`config.mk`:
```
export PLATFORM = sky130hd
export DESIGN_NAME = keyed_mutex_manager_unit
export DESIGN_NICKNAME = d
export VERILOG_FILES = /design/src/kmm_pkg.sv /design/src/keyed_mutex_manager_unit.sv /design/src/kmm_ctrl.sv /design/src/kmm_dp.sv
export SDC_FILE = /design/constraint.sdc
export NUM_CORES = 1
export LEC_CHECK = 0
export ABC_AREA = 0
export BUFFER_PORTS_ARGS = -buffer_cell sky130_fd_sc_hd__buf_2
export CAP_MARGIN = 20
export CORE_MARGIN = 2
export CORE_UTILIZATION = 60
export CTS_CLUSTER_DIAMETER = 200
export DETAILED_ROUTE_END_ITERATION = 10
export PLACE_DENSITY = 0.76
export SYNTH_ARGS = -nofsm -noshare
export SYNTH_HDL_FRONTEND = slang
export SYNTH_HIERARCHICAL = 1
export SYNTH_SLANG_ARGS = --single-unit
```
`constraint.sdc`:
```
create_clock -name clock -period 7.15 [get_ports clock]
set_input_delay 0.3575 -clock clock [delete_from_list [all_inputs] [get_ports clock]]
set_output_delay 0.3575 -clock clock [all_outputs]
set_load 0.05 [all_outputs]
```
`src/kmm_pkg.sv`:
```
// package: shared types, codes and defaults for the keyed mutex manager
`timescale 1ns / 1ps
`default_nettype none

package kmm_pkg;

   localparam int DEF_NUM_LOCKS = 16;
   localparam int DEF_NUM_PROCS = 16;

   localparam logic [1:0] CMD_INIT    = 2'd0;
   localparam logic [1:0] CMD_ACQUIRE = 2'd1;
   localparam logic [1:0] CMD_RELEASE = 2'd2;

   localparam logic [1:0] ST_OK      = 2'd0;
   localparam logic [1:0] ST_BLOCKED = 2'd1;
   localparam logic [1:0] ST_NOLOCK  = 2'd2;
   localparam logic [1:0] ST_WOKEN   = 2'd3;

   typedef struct packed {
      logic [1:0]         cmd;
      logic signed [31:0] lock_key;
      logic [3:0]         lock_index;
      logic [3:0]         requester_pid;
   } req_type;

   typedef struct packed {
      logic [1:0] status;
      logic [3:0] granted_index;
      logic [3:0] woken_pid;
   } rsp_type;

   typedef enum logic [0:0] {
      FSM_IDLE,
      FSM_EXEC
   } fsm_type;

   typedef struct packed {
      logic capture;
      logic commit;
   } ctrl_type;

endpackage

`default_nettype wire

```
`src/keyed_mutex_manager_unit.sv`:
```
// Keyed mutex manager: a table of up to sixteen mutexes, each with a key, a
// saturating share count, a locked flag and a FIFO of waiting process ids.
// Each request word is accepted in the idle state; in the execute state all
// keys are compared in parallel, the lowest matching or free entry is picked
// and the lock and its wait queue are updated. A result word that is held
// back on the output stretches the execute cycle; a new request is still
// taken while the previous result waits. No clearing pass is needed after
// reset, and requests are accepted from the first cycle out of reset.
`timescale 1ns / 1ps
`default_nettype none

module keyed_mutex_manager_unit #(
   parameter int NUM_LOCKS = kmm_pkg::DEF_NUM_LOCKS,
   parameter int NUM_PROCS = kmm_pkg::DEF_NUM_PROCS
) (
   input  wire logic             clock,
   input  wire logic             reset,
   input  wire logic             req_valid,
   output logic                  req_stall,
   input  wire kmm_pkg::req_type req_data,
   output logic                  rsp_valid,
   input  wire logic             rsp_stall,
   output kmm_pkg::rsp_type      rsp_data
);

   kmm_pkg::ctrl_type ctrl;

   kmm_ctrl u_ctrl (
      .clock     (clock),
      .reset     (reset),
      .req_valid (req_valid),
      .req_stall (req_stall),
      .rsp_valid (rsp_valid),
      .rsp_stall (rsp_stall),
      .ctrl      (ctrl)
   );

   kmm_dp #(
      .NUM_LOCKS (NUM_LOCKS),
      .NUM_PROCS (NUM_PROCS)
   ) u_dp (
      .clock    (clock),
      .reset    (reset),
      .ctrl     (ctrl),
      .req_data (req_data),
      .rsp_data (rsp_data)
   );

endmodule

`default_nettype wire

```
`src/kmm_ctrl.sv`:
```
// controller: request capture, execute sequencing and result valid
`timescale 1ns / 1ps
`default_nettype none

module kmm_ctrl (
   input  wire logic              clock,
   input  wire logic              reset,
   input  wire logic              req_valid,
   output logic                   req_stall,
   output logic                   rsp_valid,
   input  wire logic              rsp_stall,
   output kmm_pkg::ctrl_type      ctrl
);

   kmm_pkg::fsm_type state_ff, state_in;
   logic             rsp_valid_ff, rsp_valid_in;
   logic             out_blocked;

   assign out_blocked = rsp_valid_ff && rsp_stall;

   always_comb begin
      state_in = state_ff;
      case (state_ff)
         kmm_pkg::FSM_IDLE: begin
            if (req_valid) state_in = kmm_pkg::FSM_EXEC;
         end
         kmm_pkg::FSM_EXEC: begin
            if (!out_blocked) state_in = kmm_pkg::FSM_IDLE;
         end
         default: state_in = kmm_pkg::FSM_IDLE;
      endcase
   end

   always_comb begin
      req_stall    = 1'b1;
      ctrl.capture = 1'b0;
      ctrl.commit  = 1'b0;
      case (state_ff)
         kmm_pkg::FSM_IDLE: begin
            req_stall    = 1'b0;
            ctrl.capture = req_valid;
         end
         kmm_pkg::FSM_EXEC: begin
            ctrl.commit = !out_blocked;
         end
         default: begin
            req_stall = 1'b1;
         end
      endcase
   end

   assign rsp_valid_in = ctrl.commit || out_blocked;
   assign rsp_valid    = rsp_valid_ff;

   always_ff @(posedge clock) begin
      if (reset) begin
         state_ff     <= kmm_pkg::FSM_IDLE;
         rsp_valid_ff <= 1'b0;
      end else begin
         state_ff     <= state_in;
         rsp_valid_ff <= rsp_valid_in;
      end
   end

endmodule

`default_nettype wire

```
`src/kmm_dp.sv`:
```
// datapath: mutex table, key match, wait queues and result register
`timescale 1ns / 1ps
`default_nettype none

module kmm_dp #(
   parameter int NUM_LOCKS = kmm_pkg::DEF_NUM_LOCKS,
   parameter int NUM_PROCS = kmm_pkg::DEF_NUM_PROCS
) (
   input  wire logic              clock,
   input  wire logic              reset,
   input  wire kmm_pkg::ctrl_type ctrl,
   input  wire kmm_pkg::req_type  req_data,
   output kmm_pkg::rsp_type       rsp_data
);

   localparam int LOCK_SLOTS = (NUM_LOCKS < 16) ? NUM_LOCKS : 16;
   localparam int PROC_SLOTS = (NUM_PROCS < 16) ? NUM_PROCS : 16;
   localparam int LOCK_W     = (LOCK_SLOTS > 1) ? $clog2(LOCK_SLOTS) : 1;
   localparam int PROC_W     = $clog2(PROC_SLOTS);

   kmm_pkg::req_type req_ff;
   kmm_pkg::rsp_type rsp_ff, rsp_in;

   logic [31:0]       key_ff    [LOCK_SLOTS];
   logic [7:0]        share_ff  [LOCK_SLOTS];
   logic              locked_ff [LOCK_SLOTS];
   logic              qne_ff    [LOCK_SLOTS];
   logic [PROC_W-1:0] head_ff   [LOCK_SLOTS];
   logic [PROC_W-1:0] tail_ff   [LOCK_SLOTS];
   logic [PROC_W-1:0] next_ff   [PROC_SLOTS];

   logic [PROC_W-1:0] pid_mod [16];

   logic [LOCK_SLOTS-1:0] match_vec, free_vec;
   logic [LOCK_W-1:0]     match_idx, free_idx, idx, share_sel;
   logic                  idx_ok;
   logic [PROC_W-1:0]     pid, cur_head, cur_tail;
   logic                  cur_locked, cur_qne;

   logic                  share_we, key_we, lock_we, lock_val, qne_we, qne_val;
   logic                  head_we, tail_we, next_we;
   logic [7:0]            share_val;
   logic [PROC_W-1:0]     head_val;

   for (genvar g = 0; g < 16; g++) begin : g_pid_mod
      assign pid_mod[g] = PROC_W'(g % NUM_PROCS);
   end

   assign idx        = req_ff.lock_index[LOCK_W-1:0];
   assign idx_ok     = ({1'b0, req_ff.lock_index} < 5'(LOCK_SLOTS));
   assign pid        = pid_mod[req_ff.requester_pid];
   assign cur_locked = locked_ff[idx];
   assign cur_qne    = qne_ff[idx];
   assign cur_head   = head_ff[idx];
   assign cur_tail   = tail_ff[idx];

   always_comb begin
      for (int i = 0; i < LOCK_SLOTS; i++) begin
         match_vec[i] = (share_ff[i] != 8'd0) && (key_ff[i] == req_ff.lock_key);
         free_vec[i]  = (share_ff[i] == 8'd0);
      end
   end

   always_comb begin
      match_idx = '0;
      free_idx  = '0;
      for (int i = LOCK_SLOTS - 1; i >= 0; i--) begin
         if (match_vec[i]) match_idx = LOCK_W'(i);
         if (free_vec[i])  free_idx  = LOCK_W'(i);
      end
   end

   always_comb begin
      rsp_in    = '0;
      share_we  = 1'b0;
      share_val = 8'd0;
      share_sel = match_idx;
      key_we    = 1'b0;
      lock_we   = 1'b0;
      lock_val  = 1'b0;
      qne_we    = 1'b0;
      qne_val   = 1'b0;
      head_we   = 1'b0;
      head_val  = pid;
      tail_we   = 1'b0;
      next_we   = 1'b0;
      case (req_ff.cmd)
         kmm_pkg::CMD_INIT: begin
            if (|match_vec) begin
               share_we  = 1'b1;
               share_val = (share_ff[match_idx] == 8'hFF) ? 8'hFF
                                                          : share_ff[match_idx] + 8'd1;
               rsp_in.granted_index = 4'(match_idx);
            end else if (|free_vec) begin
               share_we  = 1'b1;
               share_sel = free_idx;
               share_val = 8'd1;
               key_we    = 1'b1;
               rsp_in.granted_index = 4'(free_idx);
            end else begin
               rsp_in.status = kmm_pkg::ST_NOLOCK;
            end
         end
         kmm_pkg::CMD_ACQUIRE: begin
            if (idx_ok) begin
               if (!cur_locked) begin
                  lock_we  = 1'b1;
                  lock_val = 1'b1;
               end else begin
                  tail_we = 1'b1;
                  if (cur_qne) begin
                     next_we = 1'b1;
                  end else begin
                     head_we = 1'b1;
                     qne_we  = 1'b1;
                     qne_val = 1'b1;
                  end
                  rsp_in.status = kmm_pkg::ST_BLOCKED;
               end
            end
         end
         kmm_pkg::CMD_RELEASE: begin
            if (idx_ok) begin
               if (!cur_qne) begin
                  lock_we = 1'b1;
               end else begin
                  if (cur_head == cur_tail) begin
                     qne_we = 1'b1;
                  end else begin
                     head_we  = 1'b1;
                     head_val = next_ff[cur_head];
                  end
                  rsp_in.status    = kmm_pkg::ST_WOKEN;
                  rsp_in.woken_pid = 4'(cur_head);
               end
            end
         end
         default: begin
            rsp_in = '0;
         end
      endcase
   end

   always_ff @(posedge clock) begin
      if (ctrl.capture) req_ff <= req_data;
      if (ctrl.commit) begin
         rsp_ff <= rsp_in;
         if (key_we)  key_ff[share_sel] <= req_ff.lock_key;
         if (head_we) head_ff[idx] <= head_val;
         if (tail_we) tail_ff[idx] <= pid;
         if (next_we) next_ff[cur_tail] <= pid;
      end
   end

   always_ff @(posedge clock) begin
      if (reset) begin
         for (int i = 0; i < LOCK_SLOTS; i++) begin
            share_ff[i]  <= 8'd0;
            locked_ff[i] <= 1'b0;
            qne_ff[i]    <= 1'b0;
         end
      end else if (ctrl.commit) begin
         if (share_we) share_ff[share_sel] <= share_val;
         if (lock_we)  locked_ff[idx] <= lock_val;
         if (qne_we)   qne_ff[idx] <= qne_val;
      end
   end

   assign rsp_data = rsp_ff;

endmodule

`default_nettype wire

```
=== Word-level counts from Yosys, hierarchy flattened ===
Memories as Yosys holds them, arrays and structs flattened. A register that Yosys moved wholly into a read port is not among the register bits.
Cells that the tools add are included.

* Multiplexer cells: 118
* Equal/unequal tests: 20
* Magnitude comparators: 1
* Reduce and logical (&&, ||, !) cells: 58
* Bitwise operators: 2
* Add/subtract/negate cells: 1

{| class="wikitable"
|+ Operators with widths
! kind !! count
|-
| equality test 32 bit || 16
|-
| two-way mux 4 bit || 49
|-
| zero test 8 bit || 16
|-
| nonzero test 8 bit || 16
|-
| two-way mux 1 bit || 57
|-
| two-way mux 8 bit || 4
|-
| OR reduction 16 bit || 2
|-
| logical AND 1 bit || 17
|-
| adder 8 x 1 -> 8 bit, second input constant || 1
|-
| equality test 8 bit, second input constant || 1
|-
| one-hot mux 1 bit (2 select lines) || 4
|-
| OR reduction 8 bit || 1
|-
| two-way mux 2 bit || 3
|-
| one-hot mux 2 bit (3 select lines) || 1
|-
| >= comparator 5 bit, second input constant || 1
|-
| NOT 4 -> 5 bit || 1
|-
| equality test 4 bit || 1
|-
| equality test 2 x 1 -> 1 bit, second input constant || 1
|-
| equality test 2 bit, second input constant || 1
|-
| zero test 2 bit || 1
|-
| AND reduction 2 bit || 1
|-
| OR reduction 1 bit || 2
|-
| zero test 1 bit || 1
|-
| logical OR 1 bit || 1
|-
| NOT 1 bit || 1
|}

* ROM bits: 64
* Register bits: 54
* Output and inout port bits: 12
* Bits in writable memories: 864
* Memories: 8
* Word-level logic and storage cells: 217

{| class="wikitable"
|+ Memory list
! name !! depth !! width !! rd ports !! clocked after memory_dff !! wr ports !! RTL line !! text
|-
| u_dp.key_ff || 16 || 32 || 16 || 0 || 1 || kmm_dp.sv:24 || <nowiki>logic [31:0] key_ff [LOCK_SLOTS];</nowiki>
|-
| u_dp.share_ff || 16 || 8 || 17 || 0 || 16 || kmm_dp.sv:25 || <nowiki>logic [7:0] share_ff [LOCK_SLOTS];</nowiki>
|-
| (name not given) || 16 || 4 || 1 || 0 || 0 || kmm_dp.sv:51 || <nowiki>assign pid = pid_mod[req_ff.requester_pid];</nowiki>
|-
| u_dp.head_ff || 16 || 4 || 1 || 1 || 1 || kmm_dp.sv:28 || <nowiki>logic [PROC_W-1:0] head_ff [LOCK_SLOTS];</nowiki>
|-
| u_dp.next_ff || 16 || 4 || 1 || 0 || 1 || kmm_dp.sv:30 || <nowiki>logic [PROC_W-1:0] next_ff [PROC_SLOTS];</nowiki>
|-
| u_dp.tail_ff || 16 || 4 || 1 || 1 || 1 || kmm_dp.sv:29 || <nowiki>logic [PROC_W-1:0] tail_ff [LOCK_SLOTS];</nowiki>
|-
| 2 more memories || -- || -- || -- || -- || -- || -- ||
|}

=== Depth between registers and ports, before layout ===
An unclocked memory read counts as a cell.

* Depth in word-level cells: 25
* Gate-level depth with buffers: 23
* Mapped depth without buffers: 17

=== Modules after synthesis ===
Netlist, hierarchy kept.

{| class="wikitable"
|+ Modules (own cells, without submodules)
! module !! instances !! area each (um^2) !! cells an instance
|-
| kmm_dp || 1 || 41947.7 || 2840
|-
| kmm_ctrl || 1 || 92.6 || 9
|}

=== Least setup slack after synthesis ===
OpenSTA, ideal clock, no wires.

* Path type: register to register
* Start point: register u_dp/req_ff[25] in the netlist's numbering
* End point: memory u_dp.key_ff[10][0] (enable)
* Buffers on the path: 3
* Clock period less this slack: 5.041 ns
* Cell stages (with the launch flop): 17
* Arrival: 4.619 ns
* Path slack: 2.109 ns
* Cells stage by stage: edfxtp_1 buf_4 buf_6 xor2_1 nor4_1 nand4_1 nor3_1 or2_2 nor3_1 nor2b_1 nor2b_1 clkbuf_1 nand2_1 or3_1 nand2_1 nand2_1 nor2_1

* Cells in the longest elaborated chain, start to end: 21
* Elaborated cells on any way between the ends: 57
* Those cells by class: eq/ne (16); mux (24); reduce/logical (17)

{| class="wikitable"
|+ Ends and longest elaborated chain
! item !! RTL line !! text
|-
| from (decl) || kmm_dp.sv:21 || <nowiki>kmm_pkg::req_type req_ff;</nowiki>
|-
| from (signal assigned) || kmm_dp.sv:145 || <nowiki>if (ctrl.capture) req_ff <= req_data;</nowiki>
|-
| equality test 32 bit || kmm_dp.sv:59 || <nowiki>match_vec[i] = (share_ff[i] != 8'd0) && (key_ff[i] == req_ff.lock_key);</nowiki>
|-
| logical AND 1 bit || kmm_dp.sv:59 ||
|-
| two-way mux 4 bit (16 in a row) || kmm_dp.sv:68 || <nowiki>if (match_vec[i]) match_idx = LOCK_W'(i);</nowiki>
|-
| two-way mux 4 bit || kmm_dp.sv:94 || <nowiki>end else if (|free_vec) begin</nowiki>
|-
| two-way mux 4 bit || kmm_dp.sv:89 || <nowiki>if (|match_vec) begin</nowiki>
|-
| two-way mux 4 bit || kmm_dp.sv:87 || <nowiki>case (req_ff.cmd)</nowiki>
|-
| to (decl) || kmm_dp.sv:24 ||
|}

Several ways; a longest one is shown, not always the timed one.

==> load_flow_metrics.sql <==
INSERT INTO impl_metrics (metric_group, metric, value, unit) VALUES
('worst_setup_path', 'arrival', '7210', 'ps'),
('power', 'vdd_ir_drop_max', '0.270', 'mV'),
('worst_setup_path', 'critical_path.max_fanout', '36', ''),
('drt', 'route.detailed.vias_per_inst', '6.54', ''),
('synth', 'syn_nets', '2900', ''),
('timing', 'timing.final.max_slew_violations', '0', ''),
('clocking', 'buffer_cell_driving_the_clock_tree_root', 'clkbuf_16', ''),
('synth', 'synth_cell_type_count', '85', ''),
('synth', 'yosys-top-cells-area', 'edfxtp_1, xor2_1, mux4_2, xnor2_1, nor4_1', ''),
('synth', 'synthFlopType', 'edfxtp_1', ''),
('grt', 'total_routing_resource_utilization_after_global_routing', '31.1', '%'),
('layout', 'number_of_nets_at_the_end_of_the_flow', '3081', ''),
('floorplan', 'die_height', '269', 'um'),
('drt', 'wl_met1', '43300', 'um'),
('timing', 'timing.clock.skew', '29.7', 'ps'),
('timing', 'max_slew_margin', '24.1', '%'),
('clocking', 'post-cts-setup-buffer-count', '0', ''),
('drt', 'drc_errors', '0', ''),
('drt', 'routed-wl-met2', '51600', 'um'),
('timing', 'timing.final.ws_setup', '347', 'ps'),
('clocking', 'clkSlewWorstSetupHoldPaths', '60', 'ps'),
('synth', 'yosys_register_bits', '922', ''),
('timing', 'report.final.setup_viol', '0', ''),
('power', 'pwr-share-comb', '7.2', '%'),
('worst_setup_path', 'timing.rr.end', 'u_dp/share_ff[9][0]$_SDFFCE_PN0P_', ''),
('worst_setup_path', 'r2r-start', 'u_dp/req_ff[11]$_DFFE_PP_', ''),
('power', 'pwr-share-seq', '52.9', '%'),
('floorplan', 'die_width', '269', 'um'),
('drt', 'routedWlPerCell', '27.5', 'um'),
('clocking', 'ctsResizeCount', '0', ''),
('drt', 'dr.first_iter.drc_count', '3515', ''),
('grt', 'grt_pass1_wl', '165000', 'um'),
('floorplan', 'floorplan.rows', '97', ''),
('synth', 'yosysTopAreaCell', 'edfxtp_1', ''),
('worst_setup_path', 'critPathLaunchType', 'flop', ''),
('power', 'power.switching_fraction', '23.2', '%'),
('timing', 'rsz0062_at_grt', 'no', ''),
('synth', 'async_reset_ff_share', '0', '%'),
('synth', 'netlist.area_leader.share', '65.4', '%'),
('timing', 'transition_time_at_the_pin_with_the_least_slew_margin', '1130', 'ps'),
('drt', 'drt_pass1_iterations', '6', ''),
('synth', 'synth_enable_flop_cells', '916', ''),
('power', 'power_switching', '2.68', 'mW'),
('layout', 'n_fill_cell', '4733', ''),
('worst_setup_path', 'critical_path.endpoint_type', 'flop', ''),
('synth', 'seq_area_frac_synth', '65.7', '%'),
('drt', 'routed.top_layer', 'met5', ''),
('clocking', 'clock_sink_count', '922', ''),
('outcome', 'status', 'complete, no violations', ''),
('power', 'leakagePower', '15.9', 'nW'),
('place', 'place_ws', '664', 'ps'),
('drt', 'met3WireLength', '12200', 'um'),
('timing', 'max_clock_freq', '0.147', 'GHz'),
('timing', 'layout_worst_path_cycle_share', '95.1', '%'),
('power', 'clock_power_share', '39.8', '%'),
('worst_setup_path', 'required', '7550', 'ps'),
('layout', 'drive_gt1_share', '15.4', '%'),
('power', 'intPower', '8.85', 'mW'),
('worst_hold_path', 'timing.hold.worst.start', 'reset', ''),
('timing', 'post-route-min-period', '6800', 'ps'),
('drt', 'drtAntennaViolNets', '0', ''),
('clocking', 'clk_path_buf_depth', '3', ''),
('grt', 'grt_remaining_overflow', '0', ''),
('place', 'detailedPlacementHpwl', '74200', 'um'),
('worst_setup_path', 'r2r_setup_slack', '350', 'ps'),
('worst_setup_path', 'critPathKind', 'flop to flop', ''),
('place', 'globalplace.congestion', '0.990', ''),
('clocking', 'clock_tree_from_tritoncts', 'yes', ''),
('worst_hold_path', 'min_path_cells', '3', ''),
('grt', 'grt_pass1_vias', '26300', ''),
('layout', 'syn_to_final_growth', '11.4', '%');
-- logic make-up after synthesis --
| family | share of synthesized area (%) |
|---|---|
| adders and majority gates | 0.149 |
| muxes | 6.52 |
| DFF | 65.7 |
| and+or+nand+nor | 11.4 |
| AOI/OAI and AO/OA | 2.82 |
| xor gates and xnor gates | 10.8 |
| buffers and inverters | 2.58 |
-- final cells by class --
type | instances | area (um2) | area share (%)
well taps | 940 | 1180 | 2.51
inverters | 11 | 41.3 | 0.0882
clock inverters | 60 | 443 | 0.946
clock buffers | 108 | 2380 | 5.09
diodes | 1 | 2.50 | 0.00534
flip-flops and latches | 922 | 27600 | 59.0
repair buffers | 212 | 1790 | 3.82
multi-input cells | 1791 | 13400 | 28.6
-- flip-flops by register name (all words and copies together), names as in the netlist, named ones only --
name and count:
u_dp/tail_ff 64, u_ctrl/state_ff 1, u_dp/share_ff 128, u_dp/key_ff 512, u_dp/req_ff 38, u_dp/rsp_data 10, u_dp/next_ff 64, u_ctrl/rsp_valid 1
u_dp/locked_ff 16, u_dp/qne_ff 16, u_dp/head_ff 64, u_dp/idx 4
-- stage by stage --
| stage | hold WS (ps) | power, mW | util (%) | cell area (um2) | std cells |
|---|---|---|---|---|---|
| 2_1_floorplan | 420 | 6.72 | - | 42000 | 2849 |
| 4_1_cts | 291 | 11.5 | 67.1 | 46700 | 4038 |
| 5_1_grt | 369 | 11.8 | 67.2 | 46800 | 4044 |
| 6_report | 360 | 11.5 | 67.2 | 46800 | 4045 |
| 3_3_place_gp | 486 | 6.98 | 62.4 | 43400 | 3825 |
| 3_5_place_dp | 516 | 7.00 | 62.4 | 43500 | 3826 |
-- worst max-delay path, cell delays in order, from the launching register on --
cell and delay [ps]:
edfxtp_1 920, buf_4 410, xor2_1 170, nor4_1 210, nand4_1 170, nor3_1 590, nor4_1 240, a21bo_4 720
mux2i_1 440, mux2i_1 220, mux2_2 310, mux2i_1 350, inv_1 110, ha_1 220, inv_1 170, a211oi_4 140
a311oi_4 730, buf_4 320, nor2_1 70
-- layer usage --
metal  global-route usage, %  vias to the layer above
met5                       0                        -
met4                    12.5                        2
met3                    6.12                      295
met2                    48.5                     1808
met1                    43.6                    13100
li1                        -                    11200
-- power by group through the flow --
stage	registers, mW	clock network, mW	logic [mW]
global placement	6.21	0	0.762
finish	6.10	4.59	0.833
detailed placement	6.22	0	0.780
floorplan	6.18	0	0.535
global route	6.11	4.83	0.877
CTS	6.11	4.63	0.804
-- repair_timing --
action / 4_1_cts / 5_1_grt
hold buffers: 44 / 0
endpoints found under the hold margin: 48 / 0
setup endpoints to repair: 0 / 0
-- synth_stat cells, drive strengths merged, types with 34 or more instances --
cell type	number
clkbuf	34
mux2i	88
buf	91
nand4	101
nor2	310
edfxtp	916
nand2	128
xor2	380
nand3	54
mux4	66
nor3	72
nor4	185
xnor2	137
-- how the worst max path moves through the flow --
stage                                    startpoint  slack, ps                           endpoint
after global placement    u_dp/req_ff[39]$_DFFE_PP_        730  u_dp/share_ff[8][0]$_SDFFCE_PN0P_
after global routing      u_dp/req_ff[39]$_DFFE_PP_        180  u_dp/share_ff[9][0]$_SDFFCE_PN0P_
after CTS                 u_dp/req_ff[29]$_DFFE_PP_        610  u_dp/share_ff[9][0]$_SDFFCE_PN0P_
after detailed placement  u_dp/req_ff[29]$_DFFE_PP_        660  u_dp/share_ff[9][0]$_SDFFCE_PN0P_
after floorplan           u_dp/req_ff[25]$_DFFE_PP_       2110       u_dp/key_ff[10][0]$_DFFE_PP_
final                     u_dp/req_ff[11]$_DFFE_PP_        350  u_dp/share_ff[9][0]$_SDFFCE_PN0P_
No activity file was read; power rests on OpenSTA's default activity.
